==> src/rtl/edc_pkg.sv <==
// Shared widths, constants and stage payload types for the epoch-to-calendar pipeline.
package edc_pkg;

  localparam int SecW    = 31;
  localparam int DayW    = 15;
  localparam int RemW    = 17;
  localparam int CycW    = 5;
  localparam int CycDayW = 11;
  localparam int HourRemW = 12;

  // seconds per day = 2^7 * DayOdd
  localparam int          DaySecShift = 7;
  localparam logic [9:0]  DayOdd      = 10'd675;
  localparam logic [24:0] DayRecip    = 25'd25451658;  // floor(2^34 / 675)
  localparam int          DayRecipSh  = 34;

  // four-year cycles counted from 1968, a leap year
  localparam logic [14:0] EpochOfs    = 15'd731;
  localparam logic [10:0] CycDays     = 11'd1461;
  localparam logic [15:0] CycRecip    = 16'd45933;     // floor(2^26 / 1461)
  localparam int          CycRecipSh  = 26;
  localparam logic [10:0] Yr1Start    = 11'd366;
  localparam logic [10:0] Yr2Start    = 11'd731;
  localparam logic [10:0] Yr3Start    = 11'd1096;
  localparam logic [6:0]  CycYearOfs  = 7'd2;

  localparam logic [14:0] WdayOfs     = 15'd4;
  localparam logic [2:0]  DaysPerWeek = 3'd7;
  localparam logic [15:0] WeekRecip   = 16'd37449;     // floor(2^18 / 7)
  localparam int          WeekRecipSh = 18;

  localparam logic [11:0] SecsPerHour = 12'd3600;
  localparam logic [12:0] HourRecip   = 13'd4660;      // floor(2^20 / 225)
  localparam int          HourRecipSh = 20;

  localparam logic [5:0]  SecsPerMin  = 6'd60;
  localparam logic [12:0] MinRecip    = 13'd4369;      // floor(2^16 / 15)
  localparam int          MinRecipSh  = 16;

  typedef struct packed {
    logic [DayW-1:0] days;
    logic [RemW-1:0] rem;
  } day_rem_t;

  typedef struct packed {
    logic [CycW-1:0]     cyc;
    logic [CycDayW-1:0]  cyc_day;
    logic [2:0]          wday;
    logic [4:0]          hour;
    logic [HourRemW-1:0] hour_rem;
  } split_t;

endpackage

==> src/rtl/edc_day_div.sv <==
// Three-stage divide of the second count by 86400 into days and seconds of day.
module edc_day_div import edc_pkg::*; (
  input  logic            clk_i,
  input  logic            rst_ni,
  input  logic            in_valid_i,
  output logic            in_ready_o,
  input  logic [SecW-1:0] secs_i,
  output logic            out_valid_o,
  input  logic            out_ready_i,
  output day_rem_t        out_o
);

  localparam int Stages = 3;
  localparam int XW     = SecW - DaySecShift;
  localparam int ProdW  = XW + 25;

  logic [Stages-1:0] valid_q;
  logic [Stages-1:0] adv;

  always_comb begin
    adv[Stages-1] = !valid_q[Stages-1] || out_ready_i;
    for (int k = Stages - 2; k >= 0; k--) begin
      adv[k] = !valid_q[k] || adv[k+1];
    end
  end

  always_ff @(posedge clk_i or negedge rst_ni) begin
    if (!rst_ni) begin
      valid_q <= '0;
    end else begin
      if (adv[0]) valid_q[0] <= in_valid_i;
      for (int k = 1; k < Stages; k++) begin
        if (adv[k]) valid_q[k] <= valid_q[k-1];
      end
    end
  end

  // stage 0: reciprocal multiply
  logic [ProdW-1:0]       prod_d;
  logic [XW-1:0]          s0_x_q;
  logic [DaySecShift-1:0] s0_lo_q;
  logic [DayW-1:0]        s0_qest_q;

  assign prod_d = ProdW'(secs_i[SecW-1:DaySecShift]) * ProdW'(DayRecip);

  always_ff @(posedge clk_i) begin
    if (adv[0]) begin
      s0_x_q    <= secs_i[SecW-1:DaySecShift];
      s0_lo_q   <= secs_i[DaySecShift-1:0];
      s0_qest_q <= prod_d[DayRecipSh +: DayW];
    end
  end

  // stage 1: remainder of the estimate
  logic [XW-1:0]          qm_d;
  logic [XW-1:0]          r_d;
  logic [DayW-1:0]        s1_q_q;
  logic [10:0]            s1_r_q;
  logic [DaySecShift-1:0] s1_lo_q;

  assign qm_d = XW'(s0_qest_q) * XW'(DayOdd);
  assign r_d  = s0_x_q - qm_d;

  always_ff @(posedge clk_i) begin
    if (adv[1]) begin
      s1_q_q  <= s0_qest_q;
      s1_r_q  <= r_d[10:0];
      s1_lo_q <= s0_lo_q;
    end
  end

  // stage 2: correct by one
  logic       fix_d;
  logic [9:0] rh_d;
  day_rem_t   s2_q;

  assign fix_d = s1_r_q >= 11'(DayOdd);
  assign rh_d  = fix_d ? 10'(s1_r_q - 11'(DayOdd)) : s1_r_q[9:0];

  always_ff @(posedge clk_i) begin
    if (adv[2]) begin
      s2_q.days <= fix_d ? s1_q_q + DayW'(1) : s1_q_q;
      s2_q.rem  <= {rh_d, s1_lo_q};
    end
  end

  assign in_ready_o  = adv[0];
  assign out_valid_o = valid_q[Stages-1];
  assign out_o       = s2_q;

endmodule

==> src/rtl/edc_split.sv <==
// Three-stage split of days into four-year cycles and weekday, and seconds into hours.
module edc_split import edc_pkg::*; (
  input  logic     clk_i,
  input  logic     rst_ni,
  input  logic     in_valid_i,
  output logic     in_ready_o,
  input  day_rem_t in_i,
  output logic     out_valid_o,
  input  logic     out_ready_i,
  output split_t   out_o
);

  localparam int Stages = 3;

  logic [Stages-1:0] valid_q;
  logic [Stages-1:0] adv;

  always_comb begin
    adv[Stages-1] = !valid_q[Stages-1] || out_ready_i;
    for (int k = Stages - 2; k >= 0; k--) begin
      adv[k] = !valid_q[k] || adv[k+1];
    end
  end

  always_ff @(posedge clk_i or negedge rst_ni) begin
    if (!rst_ni) begin
      valid_q <= '0;
    end else begin
      if (adv[0]) valid_q[0] <= in_valid_i;
      for (int k = 1; k < Stages; k++) begin
        if (adv[k]) valid_q[k] <= valid_q[k-1];
      end
    end
  end

  // stage 0: three reciprocal multiplies
  logic [DayW-1:0] dp_d, dw_d;
  logic [30:0]     py_d, pw_d;
  logic [25:0]     ph_d;

  logic [DayW-1:0] s0_dp_q, s0_dw_q;
  logic [RemW-1:0] s0_rem_q;
  logic [CycW-1:0] s0_c_q;
  logic [12:0]     s0_w_q;
  logic [4:0]      s0_h_q;

  assign dp_d = in_i.days + EpochOfs;
  assign dw_d = in_i.days + WdayOfs;
  assign py_d = 31'(dp_d) * 31'(CycRecip);
  assign pw_d = 31'(dw_d) * 31'(WeekRecip);
  assign ph_d = 26'(in_i.rem[RemW-1:4]) * 26'(HourRecip);

  always_ff @(posedge clk_i) begin
    if (adv[0]) begin
      s0_dp_q  <= dp_d;
      s0_dw_q  <= dw_d;
      s0_rem_q <= in_i.rem;
      s0_c_q   <= py_d[CycRecipSh +: CycW];
      s0_w_q   <= pw_d[WeekRecipSh +: 13];
      s0_h_q   <= ph_d[HourRecipSh +: 5];
    end
  end

  // stage 1: remainders of the estimates
  logic [15:0]     ry_d, rw_d;
  logic [RemW-1:0] rh_d;

  logic [CycW-1:0] s1_c_q;
  logic [11:0]     s1_ry_q;
  logic [12:0]     s1_w_q;
  logic [3:0]      s1_rw_q;
  logic [4:0]      s1_h_q;
  logic [12:0]     s1_rh_q;

  assign ry_d = 16'(s0_dp_q) - 16'(s0_c_q) * 16'(CycDays);
  assign rw_d = 16'(s0_dw_q) - 16'(s0_w_q) * 16'(DaysPerWeek);
  assign rh_d = s0_rem_q - RemW'(s0_h_q) * RemW'(SecsPerHour);

  always_ff @(posedge clk_i) begin
    if (adv[1]) begin
      s1_c_q  <= s0_c_q;
      s1_ry_q <= ry_d[11:0];
      s1_w_q  <= s0_w_q;
      s1_rw_q <= rw_d[3:0];
      s1_h_q  <= s0_h_q;
      s1_rh_q <= rh_d[12:0];
    end
  end

  // stage 2: correct each by one
  logic   fix_y_d, fix_w_d, fix_h_d;
  split_t s2_q;

  assign fix_y_d = s1_ry_q >= 12'(CycDays);
  assign fix_w_d = s1_rw_q >= 4'(DaysPerWeek);
  assign fix_h_d = s1_rh_q >= 13'(SecsPerHour);

  always_ff @(posedge clk_i) begin
    if (adv[2]) begin
      s2_q.cyc      <= fix_y_d ? s1_c_q + CycW'(1) : s1_c_q;
      s2_q.cyc_day  <= fix_y_d ? 11'(s1_ry_q - 12'(CycDays)) : s1_ry_q[10:0];
      s2_q.wday     <= fix_w_d ? 3'(s1_rw_q - 4'(DaysPerWeek)) : s1_rw_q[2:0];
      s2_q.hour     <= fix_h_d ? s1_h_q + 5'd1 : s1_h_q;
      s2_q.hour_rem <= fix_h_d ? 12'(s1_rh_q - 13'(SecsPerHour)) : s1_rh_q[11:0];
    end
  end

  assign in_ready_o  = adv[0];
  assign out_valid_o = valid_q[Stages-1];
  assign out_o       = s2_q;

endmodule

==> src/rtl/edc_fields.sv <==
// Three-stage finish: year and day of year within the cycle, minute and second split.
module edc_fields import edc_pkg::*; (
  input  logic       clk_i,
  input  logic       rst_ni,
  input  logic       in_valid_i,
  output logic       in_ready_o,
  input  split_t     in_i,
  output logic       out_valid_o,
  input  logic       out_ready_i,
  output logic [6:0] years_o,
  output logic [8:0] yday_o,
  output logic [2:0] wday_o,
  output logic [4:0] hour_o,
  output logic [5:0] minute_o,
  output logic [5:0] second_o
);

  localparam int Stages = 3;

  logic [Stages-1:0] valid_q;
  logic [Stages-1:0] adv;

  always_comb begin
    adv[Stages-1] = !valid_q[Stages-1] || out_ready_i;
    for (int k = Stages - 2; k >= 0; k--) begin
      adv[k] = !valid_q[k] || adv[k+1];
    end
  end

  always_ff @(posedge clk_i or negedge rst_ni) begin
    if (!rst_ni) begin
      valid_q <= '0;
    end else begin
      if (adv[0]) valid_q[0] <= in_valid_i;
      for (int k = 1; k < Stages; k++) begin
        if (adv[k]) valid_q[k] <= valid_q[k-1];
      end
    end
  end

  // stage 0: year within the cycle, minute estimate
  logic [1:0]          k_d;
  logic [10:0]         start_d;
  logic [10:0]         doy_d;
  logic [22:0]         pm_d;

  logic [6:0]          s0_years_q;
  logic [8:0]          s0_yday_q;
  logic [2:0]          s0_wday_q;
  logic [4:0]          s0_hour_q;
  logic [HourRemW-1:0] s0_rsec_q;
  logic [5:0]          s0_m_q;

  always_comb begin
    if (in_i.cyc_day >= Yr3Start) begin
      k_d = 2'd3;
      start_d = Yr3Start;
    end else if (in_i.cyc_day >= Yr2Start) begin
      k_d = 2'd2;
      start_d = Yr2Start;
    end else if (in_i.cyc_day >= Yr1Start) begin
      k_d = 2'd1;
      start_d = Yr1Start;
    end else begin
      k_d = 2'd0;
      start_d = '0;
    end
  end

  assign doy_d = in_i.cyc_day - start_d + 11'd1;
  assign pm_d  = 23'(in_i.hour_rem[HourRemW-1:2]) * 23'(MinRecip);

  always_ff @(posedge clk_i) begin
    if (adv[0]) begin
      s0_years_q <= {in_i.cyc, k_d} - CycYearOfs;
      s0_yday_q  <= doy_d[8:0];
      s0_wday_q  <= in_i.wday;
      s0_hour_q  <= in_i.hour;
      s0_rsec_q  <= in_i.hour_rem;
      s0_m_q     <= pm_d[MinRecipSh +: 6];
    end
  end

  // stage 1: second remainder of the minute estimate
  logic [HourRemW-1:0] rs_d;
  logic [6:0] s1_years_q;
  logic [8:0] s1_yday_q;
  logic [2:0] s1_wday_q;
  logic [4:0] s1_hour_q;
  logic [5:0] s1_m_q;
  logic [6:0] s1_rs_q;

  assign rs_d = s0_rsec_q - HourRemW'(s0_m_q) * HourRemW'(SecsPerMin);

  always_ff @(posedge clk_i) begin
    if (adv[1]) begin
      s1_years_q <= s0_years_q;
      s1_yday_q  <= s0_yday_q;
      s1_wday_q  <= s0_wday_q;
      s1_hour_q  <= s0_hour_q;
      s1_m_q     <= s0_m_q;
      s1_rs_q    <= rs_d[6:0];
    end
  end

  // stage 2: correct by one, output register
  logic fix_m_d;
  logic [6:0] s2_years_q;
  logic [8:0] s2_yday_q;
  logic [2:0] s2_wday_q;
  logic [4:0] s2_hour_q;
  logic [5:0] s2_min_q;
  logic [5:0] s2_sec_q;

  assign fix_m_d = s1_rs_q >= 7'(SecsPerMin);

  always_ff @(posedge clk_i) begin
    if (adv[2]) begin
      s2_years_q <= s1_years_q;
      s2_yday_q  <= s1_yday_q;
      s2_wday_q  <= s1_wday_q;
      s2_hour_q  <= s1_hour_q;
      s2_min_q   <= fix_m_d ? s1_m_q + 6'd1 : s1_m_q;
      s2_sec_q   <= fix_m_d ? 6'(s1_rs_q - 7'(SecsPerMin)) : s1_rs_q[5:0];
    end
  end

  assign in_ready_o  = adv[0];
  assign out_valid_o = valid_q[Stages-1];
  assign years_o     = s2_years_q;
  assign yday_o      = s2_yday_q;
  assign wday_o      = s2_wday_q;
  assign hour_o      = s2_hour_q;
  assign minute_o    = s2_min_q;
  assign second_o    = s2_sec_q;

endmodule

==> src/rtl/epoch_seconds_to_calendar.sv <==
// Top level: converts seconds since 1970 into year, day of year, weekday and time of day.
// Nine register stages lie between input accept and output valid.
// Throughput: one item per cycle; every stage holds one item and advances when the next
// stage is empty or moving, so a stalled output backs up without losing bubbles' space.
// Reset clears only the stage valid bits; data registers are not reset.
module epoch_seconds_to_calendar import edc_pkg::*; (
  input  logic            clk_i,
  input  logic            rst_ni,
  input  logic            in_valid_i,
  output logic            in_ready_o,
  input  logic [SecW-1:0] epoch_seconds_i,
  output logic            out_valid_o,
  input  logic            out_ready_i,
  output logic [6:0]      years_since_1970_o,
  output logic [8:0]      day_of_year_o,
  output logic [2:0]      weekday_o,
  output logic [4:0]      hour_of_day_o,
  output logic [5:0]      minute_of_hour_o,
  output logic [5:0]      second_of_minute_o
);

  logic     dr_valid, dr_ready;
  day_rem_t dr;
  logic     sp_valid, sp_ready;
  split_t   sp;

  edc_day_div u_day_div (
    .clk_i       (clk_i),
    .rst_ni      (rst_ni),
    .in_valid_i  (in_valid_i),
    .in_ready_o  (in_ready_o),
    .secs_i      (epoch_seconds_i),
    .out_valid_o (dr_valid),
    .out_ready_i (dr_ready),
    .out_o       (dr)
  );

  edc_split u_split (
    .clk_i       (clk_i),
    .rst_ni      (rst_ni),
    .in_valid_i  (dr_valid),
    .in_ready_o  (dr_ready),
    .in_i        (dr),
    .out_valid_o (sp_valid),
    .out_ready_i (sp_ready),
    .out_o       (sp)
  );

  edc_fields u_fields (
    .clk_i       (clk_i),
    .rst_ni      (rst_ni),
    .in_valid_i  (sp_valid),
    .in_ready_o  (sp_ready),
    .in_i        (sp),
    .out_valid_o (out_valid_o),
    .out_ready_i (out_ready_i),
    .years_o     (years_since_1970_o),
    .yday_o      (day_of_year_o),
    .wday_o      (weekday_o),
    .hour_o      (hour_of_day_o),
    .minute_o    (minute_of_hour_o),
    .second_o    (second_of_minute_o)
  );

  a_time_range: assert property (@(posedge clk_i) disable iff (!rst_ni)
    out_valid_o |-> (hour_of_day_o < 5'd24) && (minute_of_hour_o < 6'd60) &&
                    (second_of_minute_o < 6'd60))
    else $error("time of day out of range");

  a_wday_range: assert property (@(posedge clk_i) disable iff (!rst_ni)
    out_valid_o |-> weekday_o < 3'd7)
    else $error("weekday out of range");

  a_yday_leap: assert property (@(posedge clk_i) disable iff (!rst_ni)
    out_valid_o |-> (day_of_year_o != 9'd0) &&
                    ((day_of_year_o < 9'd366) ||
                     ((day_of_year_o == 9'd366) && (years_since_1970_o[1:0] == 2'd2))))
    else $error("day of year not valid for this year");

  a_mid_day_range: assert property (@(posedge clk_i) disable iff (!rst_ni)
    dr_valid |-> dr.rem < 17'd86400)
    else $error("second of day out of range");

endmodule

==> config.mk <==
export PLATFORM = sky130hd
export DESIGN_NAME = epoch_seconds_to_calendar
export DESIGN_NICKNAME = d
export VERILOG_FILES = /design/src/rtl/edc_pkg.sv /design/src/rtl/edc_day_div.sv /design/src/rtl/edc_split.sv /design/src/rtl/edc_fields.sv /design/src/rtl/epoch_seconds_to_calendar.sv
export SDC_FILE = /design/constraint.sdc
export NUM_CORES = 1
export LEC_CHECK = 0
export BUFFER_PORTS_ARGS = -buffer_cell sky130_fd_sc_hd__buf_2
export CAP_MARGIN = 30
export CORE_MARGIN = 2
export CORE_UTILIZATION = 40
export CTS_CLUSTER_SIZE = 12
export DETAILED_ROUTE_END_ITERATION = 16
export PLACE_DENSITY_LB_ADDON = 0.05
export SYNTH_ARGS = -nofsm -noshare
export SYNTH_HDL_FRONTEND = slang
export SYNTH_SLANG_ARGS = --single-unit
==> constraint.sdc <==
create_clock -name clk_i -period 18.4 [get_ports clk_i]
set_input_delay 0.92 -clock clk_i [delete_from_list [all_inputs] [get_ports clk_i]]
set_output_delay 0.92 -clock clk_i [all_outputs]
set_load 0.005 [all_outputs]
==> qor.txt, run 1 <==
Status -> finished, final reports clean
CP endpoint kind -> register
Tcrit/Tclk final -> 0.413
Clock buffer count from CTS -> 40
Routing usage on met1 -> 0.203
Asr flop ratio synth -> 0.0269
Synth Warn # -> 0
Slew margin rel. -> 0.447
Routed Antenna Nets -> 0
Total Routing Usage GR -> 0.160
Initial antenna violation count -> 2
Vias in the first global route -> 20500
RSZ-0062 raised after global routing -> false
Die area -> 83600 um2
Via count -> 18900
Initial Util -> 0.404
DRC viols -> 0
Total negative slack -> 0 ps
Syn Inst Count -> 2779
Maximum root-to-sink buffer count -> 3
Final setup viols -> 0
Synth Area per Inst -> 11.7 um2
Hold Crit Class -> input port to async pin
Slew Viols, Final -> 0
Worst-path clk slew -> 60 ps
WP data arrival -> 7920 ps
Fin. Hold Viols -> 0
Most used DFF post-synth -> edfxtp_1
NumNets Final -> 3931
HPWL Detailed -> 53.7 mm
CORE AREA -> 80500 um2
Sequential-to-total area share from yosys stat -> 0.308
Fin util -> 0.443
Die Y -> 289 um
Library cells used by synthesis -> 77
First-pass GRT wire length -> 106 mm
Worst-Margin Slew -> 824 ps
CTS tree -> yes
Post-CTS Setup Bufs -> 0
Fillers -> 7546
Grt total ovfl -> 0
Synth Area in Compound Gates -> 0.0548
Met2 usage -> 0.290
Initial DRC count -> 584
Syn nets -> 3816
Mux cell area share after synthesis -> 0.00211
Root buffer cell -> clkbuf_16
Vias/cell -> 4.74
Busiest layer in global routing -> met2
Final WL -> 63.8 mm
Register area -> 10000 um2
Drt pass-1 iters -> 5
Min Tclk post-route -> 7590 ps
Max capacitance violation total -> 0
Fmax -> 132 MHz
Pin count of the biggest net entering global routing -> 46
Layout cells sized above 1 -> 0.0605
Met3 global-route usage -> 0.0183
Mean routed wirelength per cell -> 16.0 um
Area of the mapped netlist -> 32500 um2
CTS Sinks -> 335
Area Growth Syn to Fin -> 9.56%
Post_cts resized -> 0
GP Congestion -> 0.857
IO buf count -> 72
Die X -> 289 um
Maximum fanout along the worst path -> 6
Clock Skews -> 31.2 ps
Diode count -> 0
Hold_buf cts -> 0
Footprint of the multi-input gates -> 20100 um2
I/O pin cnt -> 73
Synth Register Bits -> 335
Crit path kind -> register to register
Post-synthesis xor/xnor area fraction -> 0.0562
CTS H-Tree Depth -> 2
Adder-Cell Fraction of Synth Area -> 0.457
Row cnt -> 104
Largest family of logic cells by synthesized area -> adder cells
Synth Area in Simple Gates -> 0.0455
EDFF count, synth -> 326
Clock Latency Late Sink -> 580 ps
Worst path required time -> 18720 ps
Crit start category -> register
-- worst paths after layout --
check / cells past startpoint / to / start / slack [ps]
setup / recovery: 27 / u_split.s0_c_q[3] / u_day_div.out_o[17] / 10810
hold / removal: 1 / u_fields.valid_q[2] / rst_ni / 220
setup reg to reg: 27 / u_split.s0_c_q[3] / u_day_div.out_o[17] / 10810
hold reg to reg: 0 / u_fields.yday_o[0] / u_fields.s1_yday_q[0] / 400
max in group asynchronous: 1 / u_day_div.valid_q[1] / rst_ni / 17940
min in group clk_i: 0 / u_fields.yday_o[0] / u_fields.s1_yday_q[0] / 400
-- metrics by stage --
step	hold WS, ps	setup WS [ps]	area, um2	instances
6_report	216	10810	35700	3984
2_1_floorplan	400	11430	32500	2779
3_5_place_dp	405	10730	34300	3912
5_1_grt	208	10270	35700	3984
4_1_cts	189	10740	35700	3984
3_3_place_gp	400	10890	34300	3912
-- cell usage after synthesis, types with 6 or more instances --
master	count	area, um2
or2_2	7	43.8
xnor2_1	148	1300
ha_1	689	8620
nand2_1	88	330
a211oi_1	6	45.0
edfxtp_1	326	9790
o21ai_0	44	220
a21o_1	38	285
o21bai_1	16	120
dfrtp_1	9	225
nand2b_1	18	113
inv_1	650	2440
xor2_1	59	517
nand3_1	31	155
nand4_1	17	106
nor2_1	79	297
o21a_1	9	67.6
a31oi_1	7	43.8
and3_1	10	62.6
nor3_1	17	85.1
nor2b_1	12	75.1
a21oi_1	77	385
o211ai_1	6	45.0
fa_1	313	6270
-- placed cells by master (no fill, tap or decap), types with 5 or more instances in the layout --
master     count
o21a_1         9
or3_1          5
nand4_1       17
bufinv_16      6
nor2_1        79
inv_1        650
ha_1         689
nand2_1       88
nor3_1        17
clkbuf_16     40
a211oi_1       6
o21bai_1      16
nor2b_1       12
fa_1         313
o21ai_0       44
o211ai_1       6
nand2b_1      18
buf_2         72
buf_4          9
nor4_1         5
and3_1        10
edfxtp_1     326
or2_2          7
clkbuf_1       8
nand3_1       29
xnor2_1      148
and4_1         5
a31oi_1        7
a21o_1        38
a21oi_1       77
xor2_1        59
o21ai_1        5
dfrtp_1        9
-- sequential cells by signal, indices dropped and copies added (netlist names), 11 cells and up --
signal and count:
u_day_div.s1_r_q 11, u_split.s0_dp_q 12, u_day_div.s1_q_q 15, u_split.s1_rh_q 13
u_split.s1_ry_q 12, u_day_div.s0_qest_q 15, u_day_div.s0_x_q 11, u_day_div.out_o 32
u_split.out_o 36, u_split.s0_rem_q 13
-- critical path: stages (launching register included) --
cell       delay (ps)
edfxtp_1          490
inv_1             120
ha_1              340
nor2b_2           230
o31ai_4            90
a21boi_2          190
nor2_1            100
or3_1             400
xor2_1            300
inv_1              80
ha_1              320
inv_1              90
fa_1              570
fa_1              560
inv_1              60
fa_1              500
fa_1              550
inv_1              50
fa_1              530
inv_1              40
ha_1              300
a21o_1            170
a21o_1            180
a22oi_1           230
a2111oi_2         120
o41ai_2           470
o21bai_2          100
xor2_1            150
-- routing by layer --
layer  share of wire  routed length, um
met1            0.45              28500
met2            0.51              32400
met4           0.024               1500
met5               0                  0
met3           0.022               1430
-- area by class of cell --
class | count | share of cell area
Clock buffer | 50 | 0.0297
Clock inverter | 22 | 0.00916
Inverter | 650 | 0.0684
Multi-Input combinational cell | 1786 | 0.563
Sequential cell | 335 | 0.281
Tap cell | 1060 | 0.0372
Timing Repair Buffer | 81 | 0.0120
-- kinds of logic (layout without fill, tap and decap cells) --
| family | Yosys count | in the layout |
|---|---|---|
| xor+xnor | 208 | 208 |
| mux | 6 | 6 |
| compound gates | 262 | 262 |
| simple gates | 308 | 308 |
| fa+ha+maj | 1002 | 1002 |
| flops | 335 | 335 |
| buf+inv | 658 | 803 |
Power of run 1 is left out: the tool's default activity adds up to more than one toggle a clock period on the data nets, which glitch-free logic cannot reach.
==> run 2: changes to the inputs <==
--- a/config.mk
+++ b/config.mk
@@ -5,6 +5,7 @@
 export SDC_FILE = /design/constraint.sdc
 export NUM_CORES = 1
 export LEC_CHECK = 0
+export ABC_AREA = 1
 export BUFFER_PORTS_ARGS = -buffer_cell sky130_fd_sc_hd__buf_2
 export CAP_MARGIN = 30
 export CORE_MARGIN = 2
==> constraint.sdc (replaced) <==
create_clock -name clk_i -period 7.4 [get_ports clk_i]
set_input_delay 0.37 -clock clk_i [delete_from_list [all_inputs] [get_ports clk_i]]
set_output_delay 0.37 -clock clk_i [all_outputs]
set_load 0.005 [all_outputs]
==> run 2 against run 1 <==
Compared with the run above: critical path type unchanged; die area grew 8.7%; critical path depth grew 3; clock skew shrank 11 ps; highest routed layer unchanged; register-to-register slack lost 10000 ps; largest cell class unchanged; setup slack lost 10000 ps; flip-flop and latch count is the same; sequential share of layout area shrank 2.2 points; global-route usage grew 1.7 points.
==> qor.txt, run 2 <==
Status -> finished, final reports clean
DRC viols -> 0
Maximum root-to-sink buffer count -> 3
Routed Antenna Nets -> 0
Die area -> 90900 um2
Final setup viols -> 0
Area contributors post-synth -> edfxtp_1, ha_1, fa_1, inv_1, nand2_1
Total Routing Usage GR -> 0.177
I/O pin cnt -> 73
CTS Sinks -> 335
Synth Area in Compound Gates -> 0.0559
EDFF count, synth -> 326
Footprint of the multi-input gates -> 22200 um2
Total negative slack -> 0 ps
Diode count -> 0
First-pass GRT wire length -> 129 mm
Via count -> 23500
Row cnt -> 109
Delay-heaviest family, CP -> adder cells
Fin. Hold Viols -> 0
NumNets Final -> 4725
Buffers & Inverters on Critical Path -> 6
Syn nets -> 4601
Post-CTS Setup Bufs -> 0
Die Y -> 302 um
Min Tclk post-route -> 6740 ps
Count leader, synth -> inv_1
End of the worst hold path -> u_day_div.valid_q[0]
WP data arrival -> 7060 ps
Library cells used by synthesis -> 55
CP endpoint kind -> register
Register area -> 10000 um2
Die X -> 302 um
Drt pass-1 iters -> 5
Clock buffer count from CTS -> 41
Most used DFF post-synth -> edfxtp_1
Commonest non-fill, non-tap cell in the layout -> inv_1
Crit start category -> register
Initial DRC count -> 822
Sequential-to-total area share from yosys stat -> 0.283
Adder-Cell Fraction of Synth Area -> 0.420
GP Congestion -> 0.895
Final worst slack -> 656 ps
Initial Util -> 0.402
Syn Inst Count -> 3564
Fillers -> 8503
Largest family of logic cells by synthesized area -> adder cells
Hold path depth -> 3
Commonest cells after routing, fill and taps aside -> inv_1, ha_1, nand2_1
Clock Skews -> 20.3 ps
HPWL Detailed -> 66.3 mm
Setup Slack @ Placement -> 656 ps
Post-synthesis xor/xnor area fraction -> 0.0437
RSZ-0062 raised after global routing -> false
Root buffer cell -> clkbuf_16
Maximum fanout along the worst path -> 6
Critical hold path startpoint -> in_valid_i
Tcrit/Tclk final -> 0.911
Asr flop ratio synth -> 0.0269
Most frequent CP cell -> inv_1
Worst path slowest cell -> fa_1
Pin count of the biggest net entering global routing -> 42
Most frequent cells after synthesis -> inv_1, ha_1, nand2_1
Max reg flops -> 36
Grt total ovfl -> 0
Largest stage delay, worst path -> 570 ps
CORE AREA -> 88100 um2
Layout cells sized above 1 -> 0.0564
Initial antenna violation count -> 0
Synth top area share -> 0.276
Fmax -> 148 MHz
Largest area contributor in the netlist -> edfxtp_1
Mean routed wirelength per cell -> 15.9 um
Vias in the first global route -> 25200
Worst path required time -> 7710 ps
Mux cell area share after synthesis -> 0.00127
Clock Latency Late Sink -> 570 ps
Synth Area per Inst -> 9.94 um2
Synth Area in Simple Gates -> 0.104
Worst-path clk slew -> 60 ps
Worst reg2reg path depth -> 30
Post_cts resized -> 0
Final WL -> 77.5 mm
Max capacitance violation total -> 0
Slew Viols, Final -> 0
CTS tree -> yes
Synth Register Bits -> 335
IO buf count -> 72
CTS H-Tree Depth -> 2
Area of the mapped netlist -> 35400 um2
R2R setup slack -> 660 ps
Vias/cell -> 4.80
Hold Crit Class -> input port to register
Synth Warn # -> 0
Worst-Margin Slew -> 942 ps
Crit path kind -> register to register
Terminus of the critical flop-to-flop path -> u_split.s0_c_q[4]
Worst flop-to-flop path startpoint -> u_day_div.out_o[17]
Slew margin rel. -> 0.370
Area Growth Syn to Fin -> 9.20%
run 2: cell types whose count changed after synthesis, sizes merged, moves of 61 or more:
cell / delta
a21oi: +79
nand2: +385
nor2: +89
nand3: +65
o21ai: +61
inv: +199
xnor2: -85
run 2: repair_timing:
action,4_1_cts,5_1_grt
setup endpoints to repair,0,0
hold buffers,8,0
hold endpoints to repair,16,0
run 2: layout make-up:
class / instances / share of cell area
multi-input cells: 2373 / 0.573
flip-flops and latches: 335 / 0.259
inverters: 850 / 0.0825
well taps: 1165 / 0.0377
clock buffers: 50 / 0.0274
repair buffers: 87 / 0.0131
clock inverters: 26 / 0.00738
run 2: worst min-delay path: cells and delay by family:
family / cells / cell delay [ps]
and+or+nand+nor: 1 / 50
buffers and inverters: 2 / 170
run 2: worst max path at each step:
stage                         from                 to  slack [ps]  cells past startpoint
2_1_floorplan  u_day_div.out_o[17]  u_split.s0_c_q[4]        1410                     31
3_3_place_gp   u_day_div.out_o[17]  u_split.s0_c_q[4]         680                     30
3_5_place_dp   u_day_div.out_o[17]  u_split.s0_c_q[4]         660                     30
4_1_cts        u_day_div.out_o[17]  u_split.s0_c_q[4]         600                     30
5_1_grt        u_day_div.out_o[17]  u_split.s0_c_q[4]         180                     30
6_report       u_day_div.out_o[17]  u_split.s0_c_q[4]         660                     30
run 2: stage by stage:
stage / utilization / area (um2) / std cells / hold slack (ps)
2_1_floorplan: - / 35400 / 3564 / 74.4
4_1_cts: 0.439 / 38700 / 4886 / 41.6
6_report: 0.439 / 38700 / 4886 / 75.9
3_5_place_dp: 0.423 / 37200 / 4802 / 251
3_3_place_gp: 0.423 / 37200 / 4801 / 244
5_1_grt: 0.439 / 38700 / 4886 / 77.4
run 2: logic make-up (layout without fill, tap and decap cells):
| kind of cell | Yosys count | after routing |
|---|---|---|
| simple gates | 838 | 838 |
| compound gates | 353 | 353 |
| fa+ha+maj | 1002 | 1002 |
| buf+inv | 856 | 1013 |
| flops | 335 | 335 |
| mux | 4 | 4 |
| xor+xnor | 176 | 176 |
run 2: per-layer routing:
layer / global-route usage / routed length (um)
met1: 0.229 / 35400
met2: 0.324 / 39100
met3: 0.0141 / 1740
met4: 0.0337 / 1210
met5: 0 / 0
Power of run 2 is left out for the same reason.
==> run 3: changes to the inputs <==
--- a/config.mk
+++ b/config.mk
@@ -8,8 +8,9 @@
 export ABC_AREA = 1
 export BUFFER_PORTS_ARGS = -buffer_cell sky130_fd_sc_hd__buf_2
 export CAP_MARGIN = 30
-export CORE_MARGIN = 2
-export CORE_UTILIZATION = 40
+export CELL_PAD_IN_SITES_DETAIL_PLACEMENT = 0
+export CELL_PAD_IN_SITES_GLOBAL_PLACEMENT = 1
+export CORE_UTILIZATION = 52
 export CTS_CLUSTER_SIZE = 12
 export DETAILED_ROUTE_END_ITERATION = 16
 export PLACE_DENSITY_LB_ADDON = 0.05
==> run 3 against run 2 <==
Compared with the run above: die area decreased by 24%; flip-flop and latch count unchanged; sequential share of layout area increased by 0.32 points; hold slack worse by 32 ps; clock skew rose by 41 ps; non-clock buffer count is 1 lower; cell area fell by 1.2%; maximum frequency increased by 0.45%; setup slack better by 30 ps.
==> qor.txt, run 3 (synthesis gave the netlist of run 2 again) <==
Die X -> 263 um
Fin util -> 0.568
DRC viols -> 0
Worst-Margin Slew -> 928 ps
Most frequent CP cell -> inv_1
Die Y -> 263 um
Hold Crit Class -> input port to register
Initial DRC count -> 950
Max capacitance violation total -> 0
CP endpoint kind -> register
Diode count -> 0
WP data arrival -> 7050 ps
Fin. Hold Viols -> 0
HPWL Detailed -> 62.4 mm
NumNets Final -> 4723
Root buffer cell -> clkbuf_16
Commonest non-fill, non-tap cell in the layout -> inv_1
Cell Area, Placed -> 36900 um2
Mean routed wirelength per cell -> 15.9 um
Worst-path clk slew -> 60 ps
Die area -> 69200 um2
CTS H-Tree Depth -> 2
Pin count of the biggest net entering global routing -> 44
Vias/cell -> 5.10
Tcrit/Tclk final -> 0.907
R2R setup slack -> 690 ps
GP Congestion -> 0.895
Vias in the first global route -> 24900
Min Tclk post-route -> 6710 ps
Grt total ovfl -> 0
CTS Sinks -> 335
Slew Viols, Final -> 0
Via count -> 23400
Post_cts resized -> 0
Fin area -> 38200 um2
I/O pin cnt -> 73
Area Growth Syn to Fin -> 7.86%
Worst path required time -> 7740 ps
Total negative slack -> 0 ps
Commonest cells after routing, fill and taps aside -> inv_1, ha_1, nand2_1
Total Routing Usage GR -> 0.221
Largest stage delay, worst path -> 570 ps
Routed Antenna Nets -> 0
Initial antenna violation count -> 1
Layout cells sized above 1 -> 0.0565
IO buf count -> 72
First-pass GRT wire length -> 123 mm
Initial Util -> 0.526
CORE AREA -> 67300 um2
Clock Skews -> 61.6 ps
Clock Latency Late Sink -> 580 ps
Crit start category -> register
Maximum fanout along the worst path -> 6
Final WL -> 72.9 mm
Worst hold slack -> 43.7 ps
Final setup viols -> 0
RSZ-0062 raised after global routing -> false
Row cnt -> 95
Maximum root-to-sink buffer count -> 3
Fmax -> 149 MHz
Drt pass-1 iters -> 9
Status -> finished, final reports clean
Crit path kind -> register to register
Max reg flops -> 36
Clock buffer count from CTS -> 40
CTS tree -> yes
Slew margin rel. -> 0.379
Worst path slowest cell -> fa_1
run 3: changes by cell type in the layout (fill, tap and decap cells not counted), sizes merged:
cell / previous run / this run
clkinvlp: 2 / 1
inv: 851 / 852
clkinv: 19 / 16
bufinv: 4 / 1
buf: 79 / 78
clkbuf: 50 / 53
run 3: final timing paths:
check	endpoint	depth (start not counted)	startpoint
min reg2reg	u_day_div.s1_q_q[11]	0	u_day_div.s0_qest_q[11]
min in group asynchronous	u_split.valid_q[2]	2	rst_ni
min	u_day_div.s0_lo_q[2]	1	epoch_seconds_i[2]
max in group asynchronous	u_split.valid_q[0]	2	rst_ni
max reg2reg	u_split.s0_c_q[4]	30	u_day_div.out_o[17]
max	u_split.s0_c_q[4]	30	u_day_div.out_o[17]
run 3: per-stage QoR:
step | instances | worst slack, ps
4_1_cts | 4590 | 667
5_1_grt | 4590 | 183
6_report | 4590 | 686
2_1_floorplan | 3564 | 1410
3_5_place_dp | 4509 | 702
3_3_place_gp | 4509 | 785
run 3: what timing repair did:
| item | 4_1_cts | 5_1_grt |
|---|---|---|
| hold buffers | 8 | 0 |
| buffers inserted | 0 | 0 |
| hold endpoints to repair | 16 | 0 |
run 3: layout make-up:
cell class / count / area (um2)
repair buffers: 86 / 485
well taps: 873 / 1090
fillers: 5945 / 29100
inverters: 850 / 3190
flip-flops and latches: 335 / 10000
multi-input cells: 2373 / 22200
clock inverters: 20 / 195
clock buffers: 53 / 1060
run 3: per-layer routing:
metal / up-vias / part of all wire / wire length, um / GRT usage
li1: 11800 / - / - / -
met1: 11200 / 0.48 / 34600 / 0.294
met2: 271 / 0.48 / 34800 / 0.385
met3: 101 / 0.024 / 1740 / 0.0210
met4: 0 / 0.025 / 1790 / 0.0582
met5: - / 0 / 0 / 0
run 3: worst max-delay path, delay by kind of cell, from the launching register on:
kind / cells / cell delay [ps]
compound gates: 3 / 360
fa+ha+maj: 8 / 3660
buf+inv: 6 / 640
flops: 1 / 510
simple gates: 13 / 1290
Power of run 3 is left out for the same reason.
